`src/rtl/rv32ic_instruction_decoder_assert.svh`:
```
// assertion macros for the rv32ic decoder
// used by the top level only
`ifndef RV32IC_INSTRUCTION_DECODER_ASSERT_SVH
`define RV32IC_INSTRUCTION_DECODER_ASSERT_SVH

// a condition holds at every edge out of reset
`define RVD_ASSERT_ALWAYS(label, cond, msg) \
  label: assert property (@(posedge clk) disable iff (!rst_n) (cond)) else $error(msg);

// antecedent implies consequent in the next cycle
`define RVD_ASSERT_NEXT(label, ante, cons, msg) \
  label: assert property (@(posedge clk) disable iff (!rst_n) (ante) |=> (cons)) \
    else $error(msg);

`endif

```
`src/rtl/rvd_pkg.sv`:
```
// types, codes and field structs of the rv32ic decoder
// no dependencies
`default_nettype none
package rvd_pkg;

  typedef enum logic [6:0] {
    K_UNK, K_ADD, K_SUB, K_SLL, K_SLT, K_SLTU, K_XOR, K_SRL, K_SRA, K_OR, K_AND,
    K_ADDI, K_SLLI, K_SLTI, K_SLTIU, K_XORI, K_SRLI, K_SRAI, K_ORI, K_ANDI,
    K_FENCE, K_FENCEI, K_ECALL, K_EBREAK,
    K_CSRRW, K_CSRRS, K_CSRRC, K_CSRRWI, K_CSRRSI, K_CSRRCI,
    K_JAL, K_LB, K_LH, K_LW, K_LBU, K_LHU, K_JALR,
    K_BEQ, K_BNE, K_BLT, K_BGE, K_BLTU, K_BGEU, K_LUI, K_AUIPC, K_SB, K_SH, K_SW,
    K_CADDI4SPN, K_CLW, K_CSW, K_CNOP, K_CADDI, K_CJAL, K_CLI, K_CADDI16SP, K_CLUI,
    K_CSRLI, K_CSRAI, K_CANDI, K_CSUB, K_CXOR, K_COR, K_CAND, K_CJ, K_CBEQZ, K_CBNEZ,
    K_CSLLI, K_CLWSP, K_CJR, K_CMV, K_CEBREAK, K_CADD, K_CJALR, K_CSWSP
  } inst_code_t;

  // major opcodes
  localparam logic [6:0] OP_REG    = 7'h33;
  localparam logic [6:0] OP_IMM    = 7'h13;
  localparam logic [6:0] OP_FENCE  = 7'h0F;
  localparam logic [6:0] OP_SYSTEM = 7'h73;
  localparam logic [6:0] OP_JAL    = 7'h6F;
  localparam logic [6:0] OP_LOAD   = 7'h03;
  localparam logic [6:0] OP_JALR   = 7'h67;
  localparam logic [6:0] OP_BRANCH = 7'h63;
  localparam logic [6:0] OP_LUI    = 7'h37;
  localparam logic [6:0] OP_AUIPC  = 7'h17;
  localparam logic [6:0] OP_STORE  = 7'h23;
  localparam logic [6:0] F7_ALT    = 7'h20;

  localparam logic [4:0] REG_RA = 5'd1;
  localparam logic [4:0] REG_SP = 5'd2;

  // decoded fields of one item, before address arithmetic
  typedef struct packed {
    inst_code_t  code;
    logic [4:0]  rd;
    logic [4:0]  rs1;
    logic [4:0]  rs2;
    logic [31:0] imm;
    logic [11:0] csr;
    logic        tgt;
  } dec_t;

  // result item
  typedef struct packed {
    logic [31:0] inst_addr;
    logic [6:0]  inst_code;
    logic        is_compressed;
    logic [4:0]  dest_reg;
    logic [4:0]  src1_reg;
    logic [4:0]  src2_reg;
    logic signed [31:0] immediate;
    logic [11:0] csr_number;
    logic        has_target;
    logic [31:0] target_addr;
    logic [15:0] label_number;
  } result_t;

endpackage
`default_nettype wire

```
`src/rtl/rvd_decode.sv`:
```
// combinational rv32i / rv32c field decode of one instruction word
// depends on rvd_pkg
`default_nettype none
module rvd_decode
  import rvd_pkg::*;
(
  input  wire logic [31:0] word,
  output dec_t             dec
);

  dec_t d32, d16;

  // 32-bit formats
  always_comb begin
    logic [4:0]  rd, rs1, rs2;
    logic [2:0]  f3;
    logic [6:0]  f7;
    logic [11:0] f12;
    logic [31:0] iimm;
    rd   = word[11:7];
    f3   = word[14:12];
    rs1  = word[19:15];
    rs2  = word[24:20];
    f7   = word[31:25];
    f12  = word[31:20];
    iimm = {{20{word[31]}}, f12};
    d32  = '0;
    case (word[6:0])
      OP_REG: begin
        case (f3)
          3'd0: d32.code = (f7 == F7_ALT) ? K_SUB : K_ADD;
          3'd1: d32.code = K_SLL;
          3'd2: d32.code = K_SLT;
          3'd3: d32.code = K_SLTU;
          3'd4: d32.code = K_XOR;
          3'd5: d32.code = (f7 == F7_ALT) ? K_SRA : K_SRL;
          3'd6: d32.code = K_OR;
          default: d32.code = K_AND;
        endcase
        d32.rd = rd; d32.rs1 = rs1; d32.rs2 = rs2;
      end
      OP_IMM: begin
        case (f3)
          3'd0: d32.code = K_ADDI;
          3'd1: d32.code = K_SLLI;
          3'd2: d32.code = K_SLTI;
          3'd3: d32.code = K_SLTIU;
          3'd4: d32.code = K_XORI;
          3'd5: d32.code = (f7 == F7_ALT) ? K_SRAI : K_SRLI;
          3'd6: d32.code = K_ORI;
          default: d32.code = K_ANDI;
        endcase
        d32.rd = rd; d32.rs1 = rs1;
        d32.imm = (f3 == 3'd1 || f3 == 3'd5) ? {27'd0, rs2} : iimm;
      end
      OP_FENCE: begin
        if (f3 == 3'd0) d32.code = K_FENCE;
        else if (f3 == 3'd1) d32.code = K_FENCEI;
      end
      OP_SYSTEM: begin
        case (f3)
          3'd0: d32.code = (f12 == 12'd1) ? K_EBREAK : K_ECALL;
          3'd4: d32.code = K_UNK;
          default: begin
            case (f3)
              3'd1: d32.code = K_CSRRW;
              3'd2: d32.code = K_CSRRS;
              3'd3: d32.code = K_CSRRC;
              3'd5: d32.code = K_CSRRWI;
              3'd6: d32.code = K_CSRRSI;
              default: d32.code = K_CSRRCI;
            endcase
            d32.rd = rd; d32.csr = f12;
            if (!f3[2]) d32.rs1 = rs1;
            else d32.imm = {27'd0, rs1};
          end
        endcase
      end
      OP_JAL: begin
        d32.code = K_JAL; d32.rd = rd; d32.tgt = 1'b1;
        d32.imm = {{12{word[31]}}, word[19:12], word[20], word[30:21], 1'b0};
      end
      OP_LOAD: begin
        case (f3)
          3'd0: d32.code = K_LB;
          3'd1: d32.code = K_LH;
          3'd2: d32.code = K_LW;
          3'd4: d32.code = K_LBU;
          3'd5: d32.code = K_LHU;
          default: d32.code = K_UNK;
        endcase
        d32.rd = rd; d32.rs1 = rs1; d32.imm = iimm;
      end
      OP_JALR: begin
        d32.code = K_JALR; d32.rd = rd; d32.rs1 = rs1; d32.imm = iimm;
      end
      OP_BRANCH: begin
        case (f3)
          3'd0: d32.code = K_BEQ;
          3'd1: d32.code = K_BNE;
          3'd4: d32.code = K_BLT;
          3'd5: d32.code = K_BGE;
          3'd6: d32.code = K_BLTU;
          3'd7: d32.code = K_BGEU;
          default: d32.code = K_UNK;
        endcase
        d32.rs1 = rs1; d32.rs2 = rs2; d32.tgt = 1'b1;
        d32.imm = {{20{word[31]}}, word[7], word[30:25], word[11:8], 1'b0};
      end
      OP_LUI: begin
        d32.code = K_LUI; d32.rd = rd; d32.imm = {12'd0, word[31:12]};
      end
      OP_AUIPC: begin
        d32.code = K_AUIPC; d32.rd = rd; d32.imm = {12'd0, word[31:12]};
      end
      OP_STORE: begin
        case (f3)
          3'd0: d32.code = K_SB;
          3'd1: d32.code = K_SH;
          3'd2: d32.code = K_SW;
          default: d32.code = K_UNK;
        endcase
        d32.rs1 = rs1; d32.rs2 = rs2;
        d32.imm = {{20{word[31]}}, f7, rd};
      end
      default: d32 = '0;
    endcase
  end

  // 16-bit formats
  always_comb begin
    logic [15:0] c;
    logic [4:0]  r5, s5, rp1, rp2;
    logic [31:0] ci6, cu6, lsw, cj, cb;
    c   = word[15:0];
    r5  = c[11:7];
    s5  = c[6:2];
    rp1 = {2'b01, c[9:7]};
    rp2 = {2'b01, c[4:2]};
    cu6 = {26'd0, c[12], c[6:2]};
    ci6 = {{26{c[12]}}, c[12], c[6:2]};
    lsw = {25'd0, c[5], c[12:10], c[6], 2'b00};
    cj  = {{21{c[12]}}, c[8], c[10:9], c[6], c[7], c[2], c[11], c[5:3], 1'b0};
    cb  = {{24{c[12]}}, c[6:5], c[2], c[11:10], c[4:3], 1'b0};
    d16 = '0;
    case ({c[1:0], c[15:13]})
      5'd0: begin
        d16.code = K_CADDI4SPN; d16.rd = rp2; d16.rs1 = REG_SP;
        d16.imm = {22'd0, c[10:7], c[12:11], c[5], c[6], 2'b00};
      end
      5'd2: begin
        d16.code = K_CLW; d16.rd = rp2; d16.rs1 = rp1; d16.imm = lsw;
      end
      5'd6: begin
        d16.code = K_CSW; d16.rs2 = rp2; d16.rs1 = rp1; d16.imm = lsw;
      end
      5'd8: begin
        if (r5 == 5'd0) d16.code = K_CNOP;
        else begin
          d16.code = K_CADDI; d16.rd = r5; d16.rs1 = r5; d16.imm = ci6;
        end
      end
      5'd9: begin
        d16.code = K_CJAL; d16.rd = REG_RA; d16.imm = cj; d16.tgt = 1'b1;
      end
      5'd10: begin
        d16.code = K_CLI; d16.rd = r5; d16.imm = ci6;
      end
      5'd11: begin
        if (r5 == REG_SP) begin
          d16.code = K_CADDI16SP; d16.rd = REG_SP; d16.rs1 = REG_SP;
          d16.imm = {{23{c[12]}}, c[4:3], c[5], c[2], c[6], 4'd0};
        end else begin
          d16.code = K_CLUI; d16.rd = r5; d16.imm = ci6;
        end
      end
      5'd12: begin
        d16.rd = rp1; d16.rs1 = rp1;
        case (c[11:10])
          2'd0: begin d16.code = K_CSRLI; d16.imm = cu6; end
          2'd1: begin d16.code = K_CSRAI; d16.imm = cu6; end
          2'd2: begin d16.code = K_CANDI; d16.imm = ci6; end
          default: begin
            case (c[6:5])
              2'd0: d16.code = K_CSUB;
              2'd1: d16.code = K_CXOR;
              2'd2: d16.code = K_COR;
              default: d16.code = K_CAND;
            endcase
            d16.rs2 = rp2;
          end
        endcase
      end
      5'd13: begin
        d16.code = K_CJ; d16.imm = cj; d16.tgt = 1'b1;
      end
      5'd14, 5'd15: begin
        d16.code = c[13] ? K_CBNEZ : K_CBEQZ;
        d16.rs1 = rp1; d16.imm = cb; d16.tgt = 1'b1;
      end
      5'd16: begin
        d16.code = K_CSLLI; d16.rd = r5; d16.rs1 = r5; d16.imm = cu6;
      end
      5'd18: begin
        d16.code = K_CLWSP; d16.rd = r5; d16.rs1 = REG_SP;
        d16.imm = {24'd0, c[3:2], c[12], c[6:4], 2'b00};
      end
      5'd20: begin
        if (!c[12]) begin
          if (s5 == 5'd0) begin d16.code = K_CJR; d16.rs1 = r5; end
          else begin d16.code = K_CMV; d16.rd = r5; d16.rs2 = s5; end
        end else if (r5 == 5'd0 && s5 == 5'd0) begin
          d16.code = K_CEBREAK;
        end else if (r5 != 5'd0 && s5 != 5'd0) begin
          d16.code = K_CADD; d16.rd = r5; d16.rs1 = r5; d16.rs2 = s5;
        end else if (r5 != 5'd0) begin
          d16.code = K_CJALR; d16.rd = REG_RA; d16.rs1 = r5;
        end
      end
      5'd22: begin
        d16.code = K_CSWSP; d16.rs2 = s5; d16.rs1 = REG_SP;
        d16.imm = {24'd0, c[8:7], c[12:9], 2'b00};
      end
      default: d16 = '0;
    endcase
  end

  // pick by length, unknown clears all fields
  always_comb begin
    dec = (word[1:0] == 2'b11) ? d32 : d16;
    if (dec.code == K_UNK) dec = '0;
  end

endmodule
`default_nettype wire
```
`config.mk`:
```
export PLATFORM = sky130hd
export DESIGN_NAME = rvd_decode
export DESIGN_NICKNAME = d
export VERILOG_FILES = /design/src/rtl/rv32ic_instruction_decoder_assert.svh /design/src/rtl/rvd_pkg.sv /design/src/rtl/rvd_decode.sv
export SDC_FILE = /design/constraint.sdc
export NUM_CORES = 1
export LEC_CHECK = 0
export ABC_AREA = 1
export BUFFER_PORTS_ARGS = -buffer_cell sky130_fd_sc_hd__clkbuf_2
export CORE_MARGIN = 10
export CORE_UTILIZATION = 49
export DETAILED_ROUTE_END_ITERATION = 16
export PLACE_DENSITY = 0.84
export SETUP_SLACK_MARGIN = 0.5
export SLEW_MARGIN = 20
export SYNTH_ARGS = -nofsm -noshare
export SYNTH_HDL_FRONTEND = slang
export SYNTH_SLANG_ARGS = --single-unit
```
`constraint.sdc`:
```
create_clock -name vclk -period 5.68
set_input_delay 1.42 -clock vclk [all_inputs]
set_output_delay 1.42 -clock vclk [all_outputs]
set_load 0.02 [all_outputs]
```
=== After elaboration in Yosys (flattened, before gate mapping) ===
Index checks and enable logic that the tools add are counted.

* Flip-flop bits (word level): 0
* Bits in latches: 0
* Bits in writable memories: 0
* ROM bits: 0
* Output and inout port bits: 67
* Memories kept: 0

* $add $sub $neg: 0
* $mul: 0
* Divide/modulo/power cells: 0
* $lt $le $gt $ge: 0
* Eq/ne operators: 40
* Shifts and indexed selects: 0
* Mux-type cells: 54
* Bitwise gates (word level): 0
* Reduce and logical (&&, ||, !) cells: 29

{| class="wikitable"
|+ Operators by type and width
! operator !! number
|-
| case mux 32 bit (11 select lines) || 1
|-
| case mux 32 bit (7 select lines) || 1
|-
| 2-to-1 mux 67 bit || 2
|-
| case mux 7 bit (14 select lines) || 1
|-
| case mux 7 bit (11 select lines) || 1
|-
| case mux 5 bit (7 select lines) || 2
|-
| 2-to-1 mux 32 bit || 2
|-
| case mux 32 bit (2 select lines) || 1
|-
| 2-to-1 mux 17 bit || 3
|-
| 2-to-1 mux 5 bit || 9
|-
| equality test 5 x 4 -> 1 bit, second input constant || 8
|-
| case mux 6 bit (6 select lines) || 1
|-
| case mux 5 bit (2 select lines) || 3
|-
| case mux 5 bit (6 select lines) || 1
|-
| case mux 6 bit (5 select lines) || 1
|-
| equality test 7 x 6 -> 1 bit, second input constant || 4
|-
| equality test 7 bit, second input constant || 4
|-
| case mux 4 bit (7 select lines) || 1
|-
| 2-to-1 mux 22 bit || 1
|-
| case mux 7 bit (3 select lines) || 1
|-
| equality test 5 bit, second input constant || 4
|-
| 2-to-1 mux 10 bit || 2
|-
| case mux 5 bit (4 select lines) || 1
|-
| 2-to-1 mux 9 bit || 2
|-
| 34 further kinds || 66
|}

=== Longest topological paths before layout ===
Gate-level depths: netlist of the first run.

* Word-level depth: 9
* Mapped depth: 15
* Depth with buffers taken out: 12

=== Least setup slack after synthesis of the first run ===
OpenSTA, ideal clock, no wires.

* Kind: input to output
* Start point: input port word[14]
* End point: output port dec[34] (netlist name)
* Arrival time: 3.532 ns
* Required time: 4.260 ns
* Slack: 0.728 ns
* Cell stages on the path: 14
* Cells stage by stage: buf_2 > nor2_4 > nand4_2 > inv_2 > nand2_1 > nand2_1 > inv_2 > nand2_1 > nor2_1 > nand3_2 > nor2_4 > buf_6 > a21oi_2 > buf_4

{| class="wikitable"
|+ RTL lines
! what !! line !! source
|-
| from (decl) || rvd_decode.sv:7 || <nowiki>input wire logic [31:0] word,</nowiki>
|-
| to (decl) || rvd_decode.sv:8 || <nowiki>output dec_t dec</nowiki>
|}

==> flow_summary.json, run 1 <==
{
  "status": "finished, final reports clean",
  "maxClockFrequency_mhz": 196,
  "grt_overflow_total": 0,
  "routedWlPerCell_um": 19.7,
  "min_path_type": "in2out",
  "irDropWorstVdd_v": 0.000144,
  "grt_pass1_wl_mm": 22.8,
  "syn_area_per_cell_um2": 5.12,
  "core_mm2": 0.00599,
  "drt.antenna.violating_nets": 0,
  "dp_hpwl_mm": 12.1,
  "finalSetupTns_ns": 0,
  "nNetsFinal": 716,
  "synth_cells": 595,
  "critical_path_class": "in2out",
  "vias_per_cell": 6.24,
  "gp_congestion": 1.02,
  "cp.arrival_ns": 3.68,
  "powerDensity_mw_per_mm2": 96.9,
  "area_delta_synth_final_pct": 18.1,
  "grt_pass1_vias": 4341,
  "setup_ws_ns": 0.581,
  "min_path_cells": 4,
  "critPathCapture": "dec[2]",
  "hold_buffers": 0,
  "critical-path-slowest-cell": "ha_1",
  "min_period_ns": 5.10,
  "whs_ns": 3.25,
  "netlist_area_mm2": 0.00305,
  "nFillCells": 629,
  "worst_slew_pin_slew_ns": 0.619,
  "finalHoldViolCount": 0,
  "io_buffers": 99,
  "critPathLaunch": "word[10]",
  "slew_violations": 0,
  "final_cell_mix": "nand2_1 (157), nor2_1 (105), clkbuf_2 (97), inv_1 (43), nand3_1 (43)",
  "cp-end-kind": "output pin",
  "regArea_um2": 0,
  "drt-pass1-iter-count": 6,
  "max_stage_delay_ns": 0.31,
  "dieHeight_um": 98.9,
  "rows": 28,
  "diodes": 0,
  "layout_commonest_cell": "nand2_1",
  "grt_max_degree": 22,
  "clock_buffers": 0,
  "grt_usage_pct": 27.6,
  "remaining_drc_errors": 0,
  "multi_input_area_mm2": 0.00259,
  "report.power.total_mw": 0.349,
  "start_util_pct": 50.9,
  "final_layout_size_suffix_gt1_share_pct": 31.4,
  "synth_cell_types": 38,
  "finalSetupViolCount": 0,
  "fin_crit_sh_pct": 89.8,
  "seq_cell_count": 0,
  "rsz0062_at_grt": "yes",
  "leakage_nw": 2.05,
  "die-area_mm2": 0.00978,
  "path_cells": "clkbuf_2 -> inv_1 -> ha_1 -> o21ai_1 -> nor2_1 -> nor2_1 -> nand3_1 -> nor2_2 -> nand3_2 -> nor2_4 -> buf_4 -> a21oi_1 -> clkbuf_2",
  "max_slew_margin_pct": 58.4,
  "antenna_found_initial": 0,
  "die_x_um": 98.9,
  "first_iter_violations": 872,
  "critical_path_required_ns": 4.26,
  "post-route-util_pct": 60.1,
  "crit_path_start_kind": "input port",
  "synth.yosys.seq_area_share_pct": 0,
  "yosys_warnings": 0,
  "syn-num-nets": 631,
  "ios": 99,
  "place_ws_ns": 0.148,
  "dr_total_vias": 4701,
  "maxCapViolCount": 0,
  "wl_mm": 14.9,
  "path_max_fanout": 10
}
==> logic make-up after synthesis <==
family	share of synthesized area (%)
compound gates	28.1
fa+ha+maj	1.64
buf+inv	16.5
simple gates	53.7
==> how the worst min path moves through the flow <==
stage	from	end
floorplan	word[11]	dec[59]
global placement	word[29]	dec[10]
detailed placement	word[29]	dec[10]
CTS	word[29]	dec[10]
global route	word[29]	dec[10]
finish	word[29]	dec[10]
==> power breakdown <==
part           total [mW]  internal (mW)  switching, mW
Sequential              0              0              0
Combinational       0.349          0.108          0.241
Clock                   0              0              0
Total               0.349          0.108          0.241
==> Yosys cell counts, types with 7 or more instances <==
cell type | n | area, um2
a21oi_2 | 41 | 359
nor3_1 | 13 | 65.1
nand4_1 | 9 | 56.3
nand3_1 | 45 | 225
o21ai_0 | 31 | 155
inv_1 | 44 | 165
buf_6 | 11 | 124
o21ai_1 | 7 | 35.0
o2111ai_1 | 8 | 70.1
nand2_1 | 158 | 593
nand2_2 | 8 | 50.1
nor2_1 | 108 | 405
inv_2 | 16 | 60.1
a21oi_1 | 23 | 115
a22oi_1 | 11 | 82.6
buf_4 | 13 | 97.6
==> repair_timing <==
action                     4_1_cts  5_1_grt
pin swaps                        2        1
buffers inserted                 4        0
gates cloned                     0        0
setup endpoints to repair       54       54
gates resized for setup          3       16
==> per-layer routing <==
metal / routed length (um) / track usage (%) / vias to the layer above
li1: - / - / 2137
met5: 0 / 0 / -
met1: 5520 / 35.1 / 2085
met3: 1730 / 4.33 / 90
met2: 6800 / 44.9 / 389
met4: 812 / 11.1 / 0
==> stage by stage <==
| step | cells | cell area, um2 |
|---|---|---|
| 6_report | 753 | 3600 |
| 5_1_grt | 753 | 3600 |
| 4_1_cts | 753 | 3550 |
| 3_5_place_dp | 749 | 3500 |
| 3_3_place_gp | 749 | 3500 |
| 2_1_floorplan | 595 | 3050 |
==> final cells by class <==
cell class | instances | area share, %
tap | 75 | 2.61
inverter | 62 | 6.68
timing repair buffer | 117 | 18.8
multi-input combinational | 499 | 71.9
==> critical path, delay by kind of cell <==
| family | cells | cell delay, ns |
|---|---|---|
| buffers and inverters | 4 | 0.75 |
| adder cells (fa/ha/maj) | 1 | 0.31 |
| AO/OA/AOI/OAI | 2 | 0.29 |
| AND/OR/NAND/NOR | 6 | 0.91 |
No activity file was read; power rests on OpenSTA's default activity.
==> run 2: changes to the inputs <==
--- a/config.mk
+++ b/config.mk
@@ -8,9 +8,9 @@
 export ABC_AREA = 1
 export BUFFER_PORTS_ARGS = -buffer_cell sky130_fd_sc_hd__clkbuf_2
 export CORE_MARGIN = 10
-export CORE_UTILIZATION = 49
+export CORE_UTILIZATION = 29
 export DETAILED_ROUTE_END_ITERATION = 16
-export PLACE_DENSITY = 0.84
+export PLACE_DENSITY = 0.57
 export SETUP_SLACK_MARGIN = 0.5
 export SLEW_MARGIN = 20
 export SYNTH_ARGS = -nofsm -noshare
==> flow_summary.json, run 2 (synthesis results as in run 1) <==
{
  "setup_ws_ns": 0.622,
  "place_ws_ns": 0.442,
  "hold_buffers": 0,
  "path_max_fanout": 20,
  "antenna_found_initial": 0,
  "grt_pass1_vias": 4173,
  "remaining_drc_errors": 0,
  "drt.antenna.violating_nets": 0,
  "fin_crit_sh_pct": 89.0,
  "crit_path_start_kind": "input port",
  "grt_pass1_wl_mm": 22.9,
  "rsz0062_at_grt": "no",
  "powerDensity_mw_per_mm2": 97.5,
  "vias_per_cell": 5.57,
  "path_cells": "clkbuf_2 -> inv_2 -> nand3_1 -> inv_1 -> nand2_1 -> nor2_1 -> nor2_1 -> nand2_1 -> nor2_1 -> nand3_2 -> nor2_4 -> clkbuf_16 -> a21oi_2 -> clkbuf_2",
  "min_to": "dec[10]",
  "finalSetupViolCount": 0,
  "max_stage_delay_ns": 0.28,
  "final_layout_size_suffix_gt1_share_pct": 31.5,
  "finalHoldViolCount": 0,
  "maxClockFrequency_mhz": 198,
  "wl_mm": 15.5,
  "min_path_cells": 4,
  "cpMostUsedCell": "nor2_1",
  "grt_overflow_total": 0,
  "grt_max_degree": 41,
  "area_delta_synth_final_pct": 22.3,
  "worstHoldStart": "word[29]",
  "maxCapViolCount": 0,
  "crit_family": "simple AND/OR/NAND/NOR gates",
  "cp-end-kind": "output pin",
  "min_path_type": "in2out",
  "rows": 37,
  "leakage_nw": 2.08,
  "routedWlPerCell_um": 19.0,
  "slew_violations": 0,
  "drt-pass1-iter-count": 5,
  "gp_congestion": 1.07,
  "final_cell_mix": "nand2_1 (158), nor2_1 (104), clkbuf_2 (99), nand3_1 (44), inv_1 (43)",
  "io_buffers": 99,
  "dp_hpwl_mm": 12.1,
  "worst_slew_pin_slew_ns": 0.770,
  "start_util_pct": 29.7,
  "core_mm2": 0.0103,
  "irDropWorstVdd_v": 0.0000423,
  "seq_cell_count": 0,
  "nNetsFinal": 717,
  "cp.arrival_ns": 3.64,
  "ios": 99,
  "max_slew_margin_pct": 48.3,
  "regArea_um2": 0,
  "first_iter_violations": 593,
  "post-route-util_pct": 36.3,
  "die_x_um": 123,
  "dr_total_vias": 4537,
  "critical_path_required_ns": 4.26,
  "layout_commonest_cell": "nand2_1",
  "min_period_ns": 5.06,
  "critical-path-slowest-cell": "clkbuf_16",
  "grt_usage_pct": 18.7,
  "critical_path_class": "in2out",
  "finalSetupTns_ns": 0,
  "status": "finished, final reports clean",
  "die-area_mm2": 0.0150,
  "crit_buf_inv": 5,
  "diodes": 0,
  "dieHeight_um": 123,
  "clock_buffers": 0
}
[run 2: cell types whose count changed in the layout (fill, tap and decap cells not counted), moves of 2 or more]
cell,delta
buf_4,-3
clkbuf_16,+3
clkbuf_2,+2
nor2_2,+2
[run 2: final cells by class]
| class | count | area (um2) |
|---|---|---|
| fillers | 1221 | 6550 |
| inverters | 62 | 238 |
| well taps | 136 | 170 |
| multi-input cells | 499 | 2580 |
| repair buffers | 118 | 739 |
[run 2: worst max-delay path by stage]
stage,startpoint,endpoint,slack (ns),cells past startpoint
after global routing,word[1],dec[9],0.52,14
after CTS,word[14],dec[40],0.51,11
after detailed placement,word[14],dec[40],0.44,11
final,word[4],dec[9],0.62,14
after floorplan,word[14],dec[34],0.73,14
after global placement,word[14],dec[3],0.43,12
[run 2: where the power goes]
group / switching (mW) / internal (mW)
combinational: 0.246 / 0.117
clock: 0 / 0
sequential: 0 / 0
total: 0.246 / 0.117
[run 2: repair_timing]
item                       CTS  global route
setup endpoints to repair   52            52
gates resized for setup      1            10
setup buffers                0             5
gates cloned                 0             6
pin swaps                    0             2
[run 2: metal layers]
layer	GRT usage, %	vias to the layer above	part of all wire, %
met4	6.48	0	5.2
met5	0	-	0
li1	-	2147	-
met2	30.9	308	45
met3	1.97	72	9.6
met1	24.6	2010	40
[run 2: metrics by stage]
step | hold WS, ns | total power, mW | cell area (um2) | std cells
after floorplan | 2.96 | 0.231 | 3050 | 595
after global placement | 3.22 | 0.314 | 3530 | 804
after detailed placement | 3.21 | 0.312 | 3530 | 804
after CTS | 3.21 | 0.313 | 3530 | 804
after global routing | 3.26 | 0.387 | 3730 | 815
final | 3.23 | 0.364 | 3730 | 815
==> run 3: changes to the inputs <==
--- a/config.mk
+++ b/config.mk
@@ -11,6 +11,7 @@
 export CORE_UTILIZATION = 29
 export DETAILED_ROUTE_END_ITERATION = 16
 export PLACE_DENSITY = 0.57
+export REMOVE_ABC_BUFFERS = 1
 export SETUP_SLACK_MARGIN = 0.5
 export SLEW_MARGIN = 20
 export SYNTH_ARGS = -nofsm -noshare
==> flow_summary.json, run 3 (synthesis results as in run 1) <==
{
  "regArea_um2": 0,
  "layout_commonest_cell": "nand2_1",
  "core_mm2": 0.0103,
  "status": "finished, final reports clean",
  "first_iter_violations": 489,
  "crit_path_start_kind": "input port",
  "critical_path_class": "in2out",
  "max_slew_margin_pct": 45.4,
  "dieHeight_um": 123,
  "crit_family": "simple AND/OR/NAND/NOR gates",
  "final_cell_mix": "nand2_1 (158), nor2_1 (107), clkbuf_2 (98), nand3_1 (45), inv_1 (44)",
  "post-route-util_pct": 35.3,
  "place_ws_ns": 0.293,
  "placed_cell_area_mm2": 0.00357,
  "grt_max_degree": 27,
  "maxClockFrequency_mhz": 195,
  "met1_usage_pct": 24.7,
  "drt-pass1-iter-count": 5,
  "nNetsFinal": 715,
  "irDropWorstVdd_v": 0.0000741,
  "finalSetupViolCount": 0,
  "worstHoldStart": "word[29]",
  "min_path_type": "in2out",
  "diodes": 0,
  "gp_congestion": 1.01,
  "remaining_drc_errors": 0,
  "critical-path-slowest-cell": "nor3_1",
  "slew_violations": 0,
  "critical_path_required_ns": 4.26,
  "die-area_mm2": 0.0150,
  "max_stage_delay_ns": 0.53,
  "path_cells": "clkbuf_2 -> nor3_1 -> nand2_1 -> nand2_1 -> nand3b_1 -> nand2_1 -> inv_1 -> nor2_1 -> nand3_2 -> nor2_4 -> buf_4 -> a21oi_1 -> clkbuf_2",
  "whs_ns": 3.21,
  "start_util_pct": 29.7,
  "die_x_um": 123,
  "min_path_cells": 4,
  "finalHoldViolCount": 0,
  "rows": 37,
  "seq_cell_count": 0,
  "routedWlPerCell_um": 17.4,
  "grt_usage_pct": 17.9,
  "drt.antenna.violating_nets": 0,
  "grt_pass1_vias": 4069,
  "cp-end-kind": "output pin",
  "antenna_found_initial": 0,
  "gr-max-usage-layer": "met2",
  "worst_slew_pin_slew_ns": 0.812,
  "rsz0062_at_grt": "yes",
  "final_cells": 813,
  "hold_buffers": 0,
  "io_buffers": 99,
  "cp.arrival_ns": 3.70,
  "grt_pass1_wl_mm": 22.0,
  "final_layout_size_suffix_gt1_share_pct": 30.4,
  "dp_hpwl_mm": 11.8,
  "leakage_nw": 2.02,
  "crit_buf_inv": 4,
  "fin_crit_sh_pct": 90.2,
  "grt_overflow_total": 0,
  "clock_buffers": 0,
  "min_period_ns": 5.12,
  "min_to": "dec[10]",
  "nFillCells": 1244,
  "dpl.cell_count": 809,
  "setup_ws_ns": 0.556,
  "grt_util_met2_pct": 27.3,
  "wl_mm": 14.2,
  "area_delta_synth_final_pct": 19.1,
  "path_max_fanout": 8,
  "powerDensity_mw_per_mm2": 91.7,
  "finalInstanceArea_mm2": 0.00363,
  "ios": 99,
  "use_met3_pct": 3.03,
  "vias_per_cell": 5.31,
  "cpMostUsedCell": "nand2_1",
  "dr_total_vias": 4318,
  "maxCapViolCount": 0
}
## run 3: cell count changes in the layout (fill, tap and decap cells not counted), moves of 3 or more
cell / delta
nor2_1: +3
clkbuf_16: -3
nor2_2: -3
buf_4: +4
buf_6: -3
## run 3: area by class of cell
cell class / count / area (um2) / share of cell area, %
Multi-Input combinational cell: 499 / 2560 / 70.5
Timing Repair Buffer: 116 / 663 / 18.3
Inverter: 62 / 238 / 6.55
Tap cell: 136 / 170 / 4.69
## run 3: through the flow
step / power (mW) / TNS, ns
after floorplan: 0.190 / -8.00
after global placement: 0.322 / 0
after detailed placement: 0.318 / 0
after CTS: 0.328 / 0
after global routing: 0.361 / 0
final: 0.333 / 0
## run 3: routing by layer
| metal | routed length (um) | up-vias |
|---|---|---|
| met5 | 0 | - |
| met4 | 541 | 0 |
| met3 | 1200 | 41 |
| met2 | 5970 | 247 |
| met1 | 6450 | 1905 |
| li1 | - | 2125 |
## run 3: repair_timing
action / CTS / global route
pin swaps: 1 / 1
gates resized for setup: 2 / 4
setup buffers: 3 / 1
endpoints found under the setup margin: 47 / 52
cloned: 0 / 0
## run 3: worst max-delay path by stage
stage               startpoint  endpoint  slack, ns  cells past startpoint
floorplan              word[5]   dec[33]      -0.67                     11
global placement      word[12]    dec[3]       0.23                     14
detailed placement    word[12]    dec[2]       0.29                     14
CTS                   word[12]    dec[3]       0.56                     13
global route          word[10]    dec[3]       0.48                     13
finish                word[31]    dec[3]       0.56                     13
## run 3: where the power goes
group / internal, mW / switching [mW] / total, mW / leakage, nW
Clock: 0 / 0 / 0 / 0
Combinational: 0.102 / 0.231 / 0.333 / 2.02
Sequential: 0 / 0 / 0 / 0
